## config.mk

```make
export PLATFORM = sky130hd
export DESIGN_NAME = sle_ctrl
export DESIGN_NICKNAME = d
export VERILOG_FILES = /design/src/hdl/sle_pkg.sv /design/src/hdl/sle_ctrl.sv
export VERILOG_INCLUDE_DIRS = /design/src /design/src/hdl
export SDC_FILE = /design/constraint.sdc
export NUM_CORES = 1
export LEC_CHECK = 0
export ABC_AREA = 1
export BUFFER_PORTS_ARGS = -buffer_cell sky130_fd_sc_hd__buf_2
export CAP_MARGIN = 5
export CORE_AREA = 2 2 163 165
export CTS_CLUSTER_DIAMETER = 80
export DETAILED_ROUTE_END_ITERATION = 10
export DIE_AREA = 0 0 165 167
export PLACE_DENSITY = 0.83
export SYNTH_ARGS = -nofsm -noshare
export SYNTH_HDL_FRONTEND = slang
export SYNTH_SLANG_ARGS = --single-unit
```

## constraint.sdc

```tcl
create_clock -name aclk -period 14.4 [get_ports aclk]
set_clock_uncertainty 0.2 [all_clocks]
set_input_delay 2.88 -clock aclk [delete_from_list [all_inputs] [get_ports aclk]]
set_output_delay 2.88 -clock aclk [all_outputs]
set_load 0.05 [all_outputs]
```

## src/hdl/sorted_list_engine_core_macros.svh

```systemverilog
// Assertion macros used by the sorted list engine sequencer (sle_ctrl).
`ifndef SORTED_LIST_ENGINE_CORE_MACROS_SVH
`define SORTED_LIST_ENGINE_CORE_MACROS_SVH

// condition holds on every clock edge out of reset
`define SLE_ASSERT(lbl, cond, msg) \
    lbl: assert property (@(posedge aclk) disable iff (!aresetn) (cond)) else $error(msg);

// antecedent implies consequent in the same cycle
`define SLE_ASSERT_IMP(lbl, ante, cons, msg) \
    lbl: assert property (@(posedge aclk) disable iff (!aresetn) (ante) |-> (cons)) \
        else $error(msg);

// antecedent implies consequent in the next cycle
`define SLE_ASSERT_NEXT(lbl, ante, cons, msg) \
    lbl: assert property (@(posedge aclk) disable iff (!aresetn) (ante) |=> (cons)) \
        else $error(msg);

`endif

```

## src/hdl/sle_pkg.sv

```systemverilog
// Types, constants and helpers for the sorted list engine.
`default_nettype none
package sle_pkg;

    localparam int KEY_W            = 32;
    localparam int PAYLOAD_W        = 64;
    localparam int POS_W            = 7;
    localparam int COUNT_W          = 7;
    localparam int OP_W             = 2;
    localparam int STATUS_W         = 2;
    localparam int TDATA_W          = 104;
    localparam int DEF_CAPACITY     = 64;
    localparam int DEF_PAYLOAD_BITS = 64;

    typedef enum logic [OP_W-1:0] {
        OP_APPEND = 2'd0,
        OP_INSERT = 2'd1,
        OP_DELETE = 2'd2,
        OP_READ   = 2'd3
    } op_t;

    typedef enum logic [STATUS_W-1:0] {
        ST_DONE  = 2'd0,
        ST_FULL  = 2'd1,
        ST_EMPTY = 2'd2
    } status_t;

    typedef struct packed {
        status_t              status;
        logic [KEY_W-1:0]     key;
        logic [PAYLOAD_W-1:0] payload;
        logic [COUNT_W-1:0]   count;
    } result_t;

    function automatic logic key_less(input logic [KEY_W-1:0] a, input logic [KEY_W-1:0] b);
        return $signed(a) < $signed(b);
    endfunction

endpackage
`default_nettype wire

```

## src/hdl/sle_ctrl.sv

```systemverilog
// Sequencer: occupancy, search-and-shift walks over the entry memory, result forming.
`default_nettype none
module sle_ctrl #(
    parameter int CAPACITY     = 64,
    parameter int PAYLOAD_BITS = 64
) (
    input  wire logic                               aclk,
    input  wire logic                               aresetn,
    input  wire logic                               in_valid,
    output logic                                    in_ready,
    input  wire sle_pkg::op_t                       in_op,
    input  wire logic [sle_pkg::KEY_W-1:0]          in_key,
    input  wire logic [PAYLOAD_BITS-1:0]            in_payload,
    input  wire logic [sle_pkg::POS_W-1:0]          in_pos,
    output logic                                    res_valid,
    input  wire logic                               res_ready,
    output sle_pkg::result_t                        res,
    output logic                                    wr_en,
    output logic [$clog2(CAPACITY)-1:0]             wr_addr,
    output logic [sle_pkg::KEY_W+PAYLOAD_BITS-1:0]  wr_data,
    output logic                                    rd_en,
    output logic [$clog2(CAPACITY)-1:0]             rd_addr,
    input  wire logic [sle_pkg::KEY_W+PAYLOAD_BITS-1:0] rd_data
);
    import sle_pkg::*;
    `include "sorted_list_engine_core_macros.svh"

    localparam int ADDR_W  = $clog2(CAPACITY);
    localparam int CNT_W   = $clog2(CAPACITY + 1);
    localparam int CMP_W   = (CNT_W > POS_W) ? CNT_W : POS_W;
    localparam int ENTRY_W = KEY_W + PAYLOAD_BITS;

    typedef enum logic [5:0] {
        S_IDLE  = 6'b000001,
        S_INS   = 6'b000010,
        S_SHIFT = 6'b000100,
        S_FETCH = 6'b001000,
        S_DEL   = 6'b010000,
        S_DONE  = 6'b100000
    } state_t;

    state_t                  state_reg, state_next;
    logic [CNT_W-1:0]        occ_reg, occ_next;
    op_t                     op_reg, op_next;
    logic [KEY_W-1:0]        key_reg, key_next;
    logic [PAYLOAD_BITS-1:0] payload_reg, payload_next;
    logic [ADDR_W-1:0]       idx_reg, idx_next;
    status_t                 status_reg, status_next;
    logic [KEY_W-1:0]        fkey_reg, fkey_next;
    logic [PAYLOAD_W-1:0]    fpay_reg, fpay_next;

    logic [POS_W-1:0]        pos_eff;
    logic [CMP_W-1:0]        pos_wide;
    logic [CMP_W-1:0]        occ_wide;
    logic [CMP_W-1:0]        pos_slot;
    logic [CNT_W-1:0]        occ_m1;
    logic [ADDR_W-1:0]       idx_inc;
    logic                    full;
    logic                    idx_last;
    logic [KEY_W-1:0]        rd_key;
    logic [PAYLOAD_BITS-1:0] rd_pay;

    assign pos_eff  = (in_pos == '0) ? POS_W'(1) : in_pos;
    assign pos_wide = CMP_W'(pos_eff);
    assign occ_wide = CMP_W'(occ_reg);
    assign pos_slot = pos_wide - CMP_W'(1);
    assign occ_m1   = occ_reg - CNT_W'(1);
    assign idx_inc  = idx_reg + ADDR_W'(1);
    assign full     = (occ_reg == CNT_W'(CAPACITY));
    assign idx_last = ((CNT_W'(idx_reg) + CNT_W'(1)) == occ_reg);
    assign rd_key   = rd_data[ENTRY_W-1 -: KEY_W];
    assign rd_pay   = rd_data[PAYLOAD_BITS-1:0];

    assign in_ready  = (state_reg == S_IDLE);
    assign res_valid = (state_reg == S_DONE);

    always_comb begin
        state_next   = state_reg;
        occ_next     = occ_reg;
        op_next      = op_reg;
        key_next     = key_reg;
        payload_next = payload_reg;
        idx_next     = idx_reg;
        status_next  = status_reg;
        fkey_next    = fkey_reg;
        fpay_next    = fpay_reg;
        wr_en        = 1'b0;
        wr_addr      = idx_inc;
        wr_data      = {key_reg, payload_reg};
        rd_en        = 1'b0;
        rd_addr      = idx_inc;

        unique case (state_reg)
            S_IDLE: begin
                if (in_valid) begin
                    op_next      = in_op;
                    key_next     = in_key;
                    payload_next = in_payload;
                    status_next  = ST_DONE;
                    fkey_next    = '0;
                    fpay_next    = '0;
                    unique case (in_op) inside
                        OP_APPEND, OP_INSERT: begin
                            if (full) begin
                                status_next = ST_FULL;
                                state_next  = S_DONE;
                            end else if (in_op == OP_APPEND || occ_reg == '0) begin
                                wr_en      = 1'b1;
                                wr_addr    = occ_reg[ADDR_W-1:0];
                                wr_data    = {in_key, in_payload};
                                occ_next   = occ_reg + CNT_W'(1);
                                state_next = S_DONE;
                            end else begin
                                rd_en      = 1'b1;
                                rd_addr    = '0;
                                idx_next   = '0;
                                state_next = S_INS;
                            end
                        end
                        OP_DELETE, OP_READ: begin
                            if (occ_reg == '0 || pos_wide > occ_wide) begin
                                status_next = ST_EMPTY;
                                state_next  = S_DONE;
                            end else begin
                                rd_en      = 1'b1;
                                rd_addr    = pos_slot[ADDR_W-1:0];
                                idx_next   = pos_slot[ADDR_W-1:0];
                                state_next = S_FETCH;
                            end
                        end
                    endcase
                end
            end
            S_INS: begin
                // scan from the head for the first key not below the new one
                if (key_less(rd_key, key_reg)) begin
                    if (idx_last) begin
                        wr_en      = 1'b1;
                        wr_addr    = idx_inc;
                        occ_next   = occ_reg + CNT_W'(1);
                        state_next = S_DONE;
                    end else begin
                        rd_en    = 1'b1;
                        rd_addr  = idx_inc;
                        idx_next = idx_inc;
                    end
                end else begin
                    wr_en        = 1'b1;
                    wr_addr      = idx_reg;
                    key_next     = rd_key;
                    payload_next = rd_pay;
                    rd_en        = !idx_last;
                    rd_addr      = idx_inc;
                    idx_next     = idx_inc;
                    state_next   = S_SHIFT;
                end
            end
            S_SHIFT: begin
                // displaced entry rides in key_reg/payload_reg, one slot toward the tail
                wr_en   = 1'b1;
                wr_addr = idx_reg;
                if (CNT_W'(idx_reg) == occ_reg) begin
                    occ_next   = occ_reg + CNT_W'(1);
                    state_next = S_DONE;
                end else begin
                    key_next     = rd_key;
                    payload_next = rd_pay;
                    rd_en        = !idx_last;
                    rd_addr      = idx_inc;
                    idx_next     = idx_inc;
                end
            end
            S_FETCH: begin
                fkey_next = rd_key;
                fpay_next = PAYLOAD_W'(rd_pay);
                if (op_reg == OP_READ) begin
                    state_next = S_DONE;
                end else if (idx_last) begin
                    occ_next   = occ_m1;
                    state_next = S_DONE;
                end else begin
                    rd_en      = 1'b1;
                    rd_addr    = idx_inc;
                    idx_next   = idx_inc;
                    state_next = S_DEL;
                end
            end
            S_DEL: begin
                // close the gap, moving entries up one slot
                wr_en   = 1'b1;
                wr_addr = idx_reg - ADDR_W'(1);
                wr_data = rd_data;
                if (idx_last) begin
                    occ_next   = occ_m1;
                    state_next = S_DONE;
                end else begin
                    rd_en    = 1'b1;
                    rd_addr  = idx_inc;
                    idx_next = idx_inc;
                end
            end
            S_DONE: begin
                if (res_ready) begin
                    state_next = S_IDLE;
                end
            end
            default: begin
                state_next = S_IDLE;
            end
        endcase
    end

    always_ff @(posedge aclk) begin
        if (!aresetn) begin
            state_reg <= S_IDLE;
            occ_reg   <= '0;
        end else begin
            state_reg <= state_next;
            occ_reg   <= occ_next;
        end
    end

    always_ff @(posedge aclk) begin
        op_reg      <= op_next;
        key_reg     <= key_next;
        payload_reg <= payload_next;
        idx_reg     <= idx_next;
        status_reg  <= status_next;
        fkey_reg    <= fkey_next;
        fpay_reg    <= fpay_next;
    end

    always_comb begin
        res.status  = status_reg;
        res.key     = fkey_reg;
        res.payload = fpay_reg;
        res.count   = occ_wide[COUNT_W-1:0];
    end

    `SLE_ASSERT(a_occ_bound, occ_reg <= CNT_W'(CAPACITY), "occupancy above capacity")
    `SLE_ASSERT_IMP(a_wr_in_list, wr_en, CNT_W'(wr_addr) <= occ_reg, "write beyond list tail")
    `SLE_ASSERT_NEXT(a_done_hold, state_reg == S_DONE && !res_ready, state_reg == S_DONE, "lost")
    `SLE_ASSERT_NEXT(a_occ_stable, state_reg == S_DONE, $stable(occ_reg), "occupancy moved")

endmodule
`default_nettype wire

```

=== Word level (Yosys, flattened, before mapping) ===
Index checks and enable logic that the tools add are counted.

* Add/subtract/negate cells: 6
* $lt $le $gt $ge: 2
* Eq/ne operators: 27
* Muxes and demuxes: 82
* Reduce and logical (&&, ||, !) cells: 18

{| class="wikitable"
|+ Operators with widths
! kind !! number
|-
| $mux 96 || 4
|-
| $mux 64 || 4
|-
| $pmux 64 s3 || 1
|-
| $pmux 96 s2 || 1
|-
| $mux 6 || 28
|-
| $mux 32 || 4
|-
| $pmux 64 s2 || 1
|-
| $pmux 32 s3 || 1
|-
| $mux 7 || 10
|-
| $pmux 32 s2 || 1
|-
| $pmux 6 s2 || 3
|-
| $pmux 6 s6 || 1
|-
| $pmux 7 s5 || 1
|-
| $lt 32x32->1 || 1
|-
| $pmux 6 s5 || 1
|-
| $pmux 6 s4 || 1
|-
| $ne 2x2->1 const B || 8
|-
| $mux 1 || 15
|-
| $logic_not 7->1 || 2
|-
| $sub 6x1->6 const B || 2
|-
| $ne 3x3->1 const B || 3
|-
| $reduce_and 9->1 || 1
|-
| $add 6x1->7 const B || 1
|-
| $add 7x1->7 const B || 1
|-
| 31 further kinds || 39
|}

* Flip-flop bits (word level): 215
* Input port bits: 205
* Logic and storage cells: 144

=== Logic depth before layout (Yosys ltp) ===
* Depth after elaboration: 8
* Gate-level depth with buffers: 19
* Gate-level depth less buffers: 19

=== Worst setup path after synthesis ===
Ideal clock, no wire load.

* Path type: input to output
* Start: in in_pos[1] in the netlist's numbering
* End: out rd_addr[4]
* Data arrival time: 5.173 ns
* Data required time: 11.320 ns
* Slack: 6.147 ns
* Stages on the path: 11
* Path through: nor2_1 nand4_1 nand2_1 inv_1 ha_1 nor4b_1 o22ai_1 nand2_1 inv_1 nor2_1 o21ai_0

* Cells in the longest elaborated chain, start to end: 8

{| class="wikitable"
|+ RTL lines
! item !! line !! text
|-
| from (decl) || sle_ctrl.sv:14 || <nowiki>input wire logic [sle_pkg::POS_W-1:0] in_pos,</nowiki>
|-
| $logic_not 7->1 || sle_ctrl.sv:63 || <nowiki>assign pos_eff = (in_pos == '0) ? POS_W'(1) : in_pos;</nowiki>
|-
| $mux 7 * || sle_ctrl.sv:63 ||
|-
| $gt 7x7->1 || sle_ctrl.sv:121 || <nowiki>if (occ_reg == '0 || pos_wide > occ_wide) begin</nowiki>
|-
| $logic_or 1x1->1 || sle_ctrl.sv:121 ||
|-
| $mux 6 * || sle_ctrl.sv:121 ||
|-
| $pmux 6 s2 * || sle_ctrl.sv:102 || <nowiki>unique case (in_op) inside</nowiki>
|-
| $mux 6 * || sle_ctrl.sv:95 || <nowiki>if (in_valid) begin</nowiki>
|-
| $mux 6 * || - ||
|-
| to (decl) || sle_ctrl.sv:22 || <nowiki>output logic [$clog2(CAPACITY)-1:0] rd_addr,</nowiki>
|}

Every way passes the cells marked *; elsewhere a longest branch is shown, timed or not.

=== Worst setup path in the final report ===
* Start: in in_op[1]
* End: out wr_data[51] in the netlist's numbering

* Cells in the longest elaborated chain, start to end: 7

{| class="wikitable"
|+ RTL lines
! item !! line !! text
|-
| from (decl) || sle_ctrl.sv:11 || <nowiki>input wire sle_pkg::op_t in_op,</nowiki>
|-
| $logic_not 2->1 || sle_ctrl.sv:107 || <nowiki>end else if (in_op == OP_APPEND || occ_reg == '0) begin</nowiki>
|-
| $logic_or 1x1->1 || sle_ctrl.sv:107 ||
|-
| $mux 96 || sle_ctrl.sv:107 ||
|-
| $mux 96 || sle_ctrl.sv:104 || <nowiki>if (full) begin</nowiki>
|-
| $mux 96 * || sle_ctrl.sv:102 ||
|-
| $mux 96 * || sle_ctrl.sv:95 ||
|-
| $pmux 96 s2 * || sle_ctrl.sv:93 || <nowiki>unique case (state_reg)</nowiki>
|-
| to (decl) || sle_ctrl.sv:20 || <nowiki>output logic [sle_pkg::KEY_W+PAYLOAD_BITS-1:0] wr_data,</nowiki>
|}

Marks and branches as above.

==> results.md <==
* Status: complete, no violations
* Global placement routability congestion at 1.01
* Layout Nets at ~2,100
* CTS root buffer: clkbuf_16
* Largest cells by area after synthesis: edfxtp_1 (49%), nand2_1 (8.0%), inv_1 (7.7%)
* Routed length per instance at a little under 20 um
* Req. time, crit path at 11.32 ns
* M3 GR Usage at 0.0802
* Unrepaired setup endpoints after global routing: false
* Starting Density at 0.484
* Final WL at ~42 mm
* Vias in the first global route at roughly 12,000
* Met1 Use GR at 0.363
* Critical path type: in -> out
* Startpoint types: input port
* Min Tclk post-route at 8.74 ns
* Synthesized cell area at 12,500 sq um
* Sequential share of power at 0.276
* Antenna viol nets, final at 0
* Min-Delay Path Class: reg -> reg
* Final count of pins violating max slew at 0
* Via/cell ratio at 5.66
* Period utilisation layout at 0.607
* I/O pins at 422
* Reg clk slew, reported paths at 0.06 ns
* Num CTS Buffers at 26
* Leakage at 7.62 nW
* Clock buffer depth at 3
* Worst Reg-to-Reg Cells at 16
* Drt initial violations at ~1,700
* CTS resizes at 0
* Yosys warns at 0
* P_sw at ~2.3 mW
* Layout cells sized above 1 at 0.281
* DP Wirelength at 30.5 mm
* Busiest layer in global routing: met2
* Critical R2R Launch: state_reg[0]$_SDFFE_PN1P_
* Vias at between 10,000 and 15,000
* Hold buffer count at CTS at 0
* Setup Buffers After CTS at 0
* Initial antenna violation count at 8
* Count of unique library cells instantiated by Yosys at 48
* Syn nets at between 1,500 and 2,000
* Worst path arrival time at 5.66 ns
* Top_reg_cell synth: edfxtp_1
* DRC violations left at 0
* Crit path max fanout at 66
* CTS tree: yes
* Mean post-synth cell area at around 9 sq um
* R2R setup slack at ~11 ns
* GRT Residual Overflow at 0
* Area delta synth->final at 24.9%
* DRT Pass-1 Iters at 6
* Die Ht at approximately 170 um
* Final setup fails at 0
* Hold endpoint: occ_reg[3]$_SDFFE_PN0P_
* Post-Synthesis Cells at roughly 1,400
* Sequential area share after synthesis at 0.508
* Dpl cells at around 2,100
* Met2 usage at 0.497
* Combinational share of power at 0.578
* Largest net degree at the start of global routing at 97
* H-tree lvl count at 1
* Non-Filler Instances at about 2,200
* IR drop worst, VDD at about 0.24 mV
* Die area at 27,600 sq um
* Hold Crit Depth at 2
* Synth async-reset ratio at 0
* Row count at approximately 60
* Hold Vio Cnt, Final at 0
* Top-area cell type share of the netlist area at 0.487
* Sum Neg Setup Slack at 0 ns
* Layout fillers at about 2,200
* Slew @ Worst Pin at 1.07 ns
* Clk_lat worst skew at approximately 0.53 ns
* Clk pwr share at 0.146
* Relative slew slack at 0.288
* Sw frac at 0.547
* Number of synthesized flops with an enable pin at slightly above 200
* Internal power at ~1.9 mW
* Post-synth top area cell: edfxtp_1
* Hold path start: occ_reg[3]$_SDFFE_PN0P_
* Port bufs at between 400 and 500
* Maximum clock frequency at between 100 and 150 MHz
* #FFs+latches synth at ~220
* First-pass GRT wire length at 63.8 mm
* Total GRT Usage at 0.297
* Worst setup EP type: primary output
* R2r endpoint: occ_reg[6]$_SDFFE_PN0P_
* # clock sinks at between 200 and 250
* Die W at around 170 um
* PD cells at ~270 nW/um^2
* Core area at between 20,000 and 30,000 sq um
* Max Cap Violations at 0
-- routing by layer --
metal	vias up	part of all wire
met1	5724	0.36
met4	4	0.039
met2	795	0.49
li1	5573	-
met3	120	0.11
met5	-	0.00064
-- Yosys cell counts (2+ instances only) --
| cell | instances |
|---|---|
| buf_1 | 6 |
| a21oi_1 | 41 |
| nor2_4 | 3 |
| nand3_2 | 5 |
| nor4_1 | 3 |
| nor3_1 | 5 |
| o21ai_1 | 4 |
| edfxtp_1 | 202 |
| a31oi_1 | 2 |
| buf_2 | 13 |
| nand2_4 | 2 |
| inv_1 | 255 |
| ha_1 | 46 |
| a22oi_1 | 32 |
| nand2_2 | 3 |
| o21ai_0 | 146 |
| nor3_2 | 2 |
| buf_6 | 7 |
| o211ai_1 | 13 |
| o22ai_1 | 8 |
| nand2_1 | 266 |
| nor2_2 | 6 |
| clkbuf_1 | 40 |
| nand4_1 | 12 |
| xor2_1 | 12 |
| dfxtp_1 | 13 |
| a211oi_1 | 3 |
| a221oi_1 | 2 |
| o21a_1 | 2 |
| o221ai_1 | 66 |
| nand3_1 | 19 |
| xnor2_1 | 3 |
| nor2_1 | 139 |
| inv_2 | 13 |
-- through the flow --
stage	total power, mW	util	hold WS [ns]	instance area [sq um]	worst slack (ns)
6_report	4.22	0.604	0.480	15600	5.66
3_3_place_gp	3.55	0.573	0.427	14800	5.72
4_1_cts	4.22	0.604	0.457	15600	5.66
5_1_grt	4.41	0.604	0.489	15600	5.49
3_5_place_dp	3.59	0.573	0.446	14800	5.67
2_1_floorplan	2.98	-	0.468	12500	6.15
-- worst max-delay path: stages --
cell      delay, ns
buf_2          0.15
nor2_1         0.14
nor2_2         0.08
nor2_4         0.11
nand2_4        0.08
nor2_8         0.47
inv_2          0.08
nand2_2        0.50
inv_2          0.04
buf_4          0.35
nand2_1        0.17
o221ai_1       0.20
buf_2          0.31
-- placed cells by master, fill, tap and decap left out, drive strengths merged --
cell type	n
bufinv	1
fa	1
clkbuf	34
diode	5
and2	1
a22oi	32
xnor2	3
xor2	13
o211a	1
nand4	14
nor4b	1
nor2	149
ha	46
nor4	3
o22ai	8
clkinvlp	1
dfxtp	13
a211oi	3
a22o	1
o21a	2
nand2	271
o221ai	66
o21ai	150
a31oi	3
nand3	24
clkinv	10
buf	430
o211ai	13
a221oi	2
nor3	7
a21oi	43
edfxtp	202
inv	269
o2111ai	1
-- cell type report --
cell class              count  area, sq um  area share
inverters                 269         1010      0.0652
well taps                 335          419      0.0269
repair buffers            430         2170       0.140
clock buffers              34          702      0.0451
flip-flops and latches    215         6330       0.406
multi-input cells         858         4830       0.310
diodes                      5         12.5    0.000804
clock inverters            12         91.3     0.00587
-- cells by family (layout without fill, tap and decap cells) --
family                   Yosys count  in the layout  synth area share
buffers and inverters            335            745             0.107
AND/OR/NAND/NOR                  470            470             0.159
XOR/XNOR                          16             16            0.0128
other                              0              5                 0
adder cells (fa/ha/maj)           47             47            0.0478
flip-flops                       215            215             0.508
AO/OA/AOI/OAI                    325            325             0.166
-- power groups by stage --
stage	clock [mW]	combinational [mW]	sequential, mW
floorplan	0	1.50	1.48
global placement	0	2.38	1.17
detailed placement	0	2.42	1.17
CTS	0.624	2.43	1.16
global route	0.652	2.57	1.19
finish	0.616	2.44	1.17
-- how the worst max path moves through the flow --
stage / startpoint / end / cells past startpoint
floorplan: in_pos[1] / rd_addr[4] / 11
global placement: in_op[1] / wr_data[51] / 13
detailed placement: in_valid / wr_data[51] / 12
CTS: in_valid / wr_data[51] / 12
global route: in_op[1] / wr_data[51] / 13
finish: in_op[1] / wr_data[51] / 13
(Power assumes the default switching activity.)
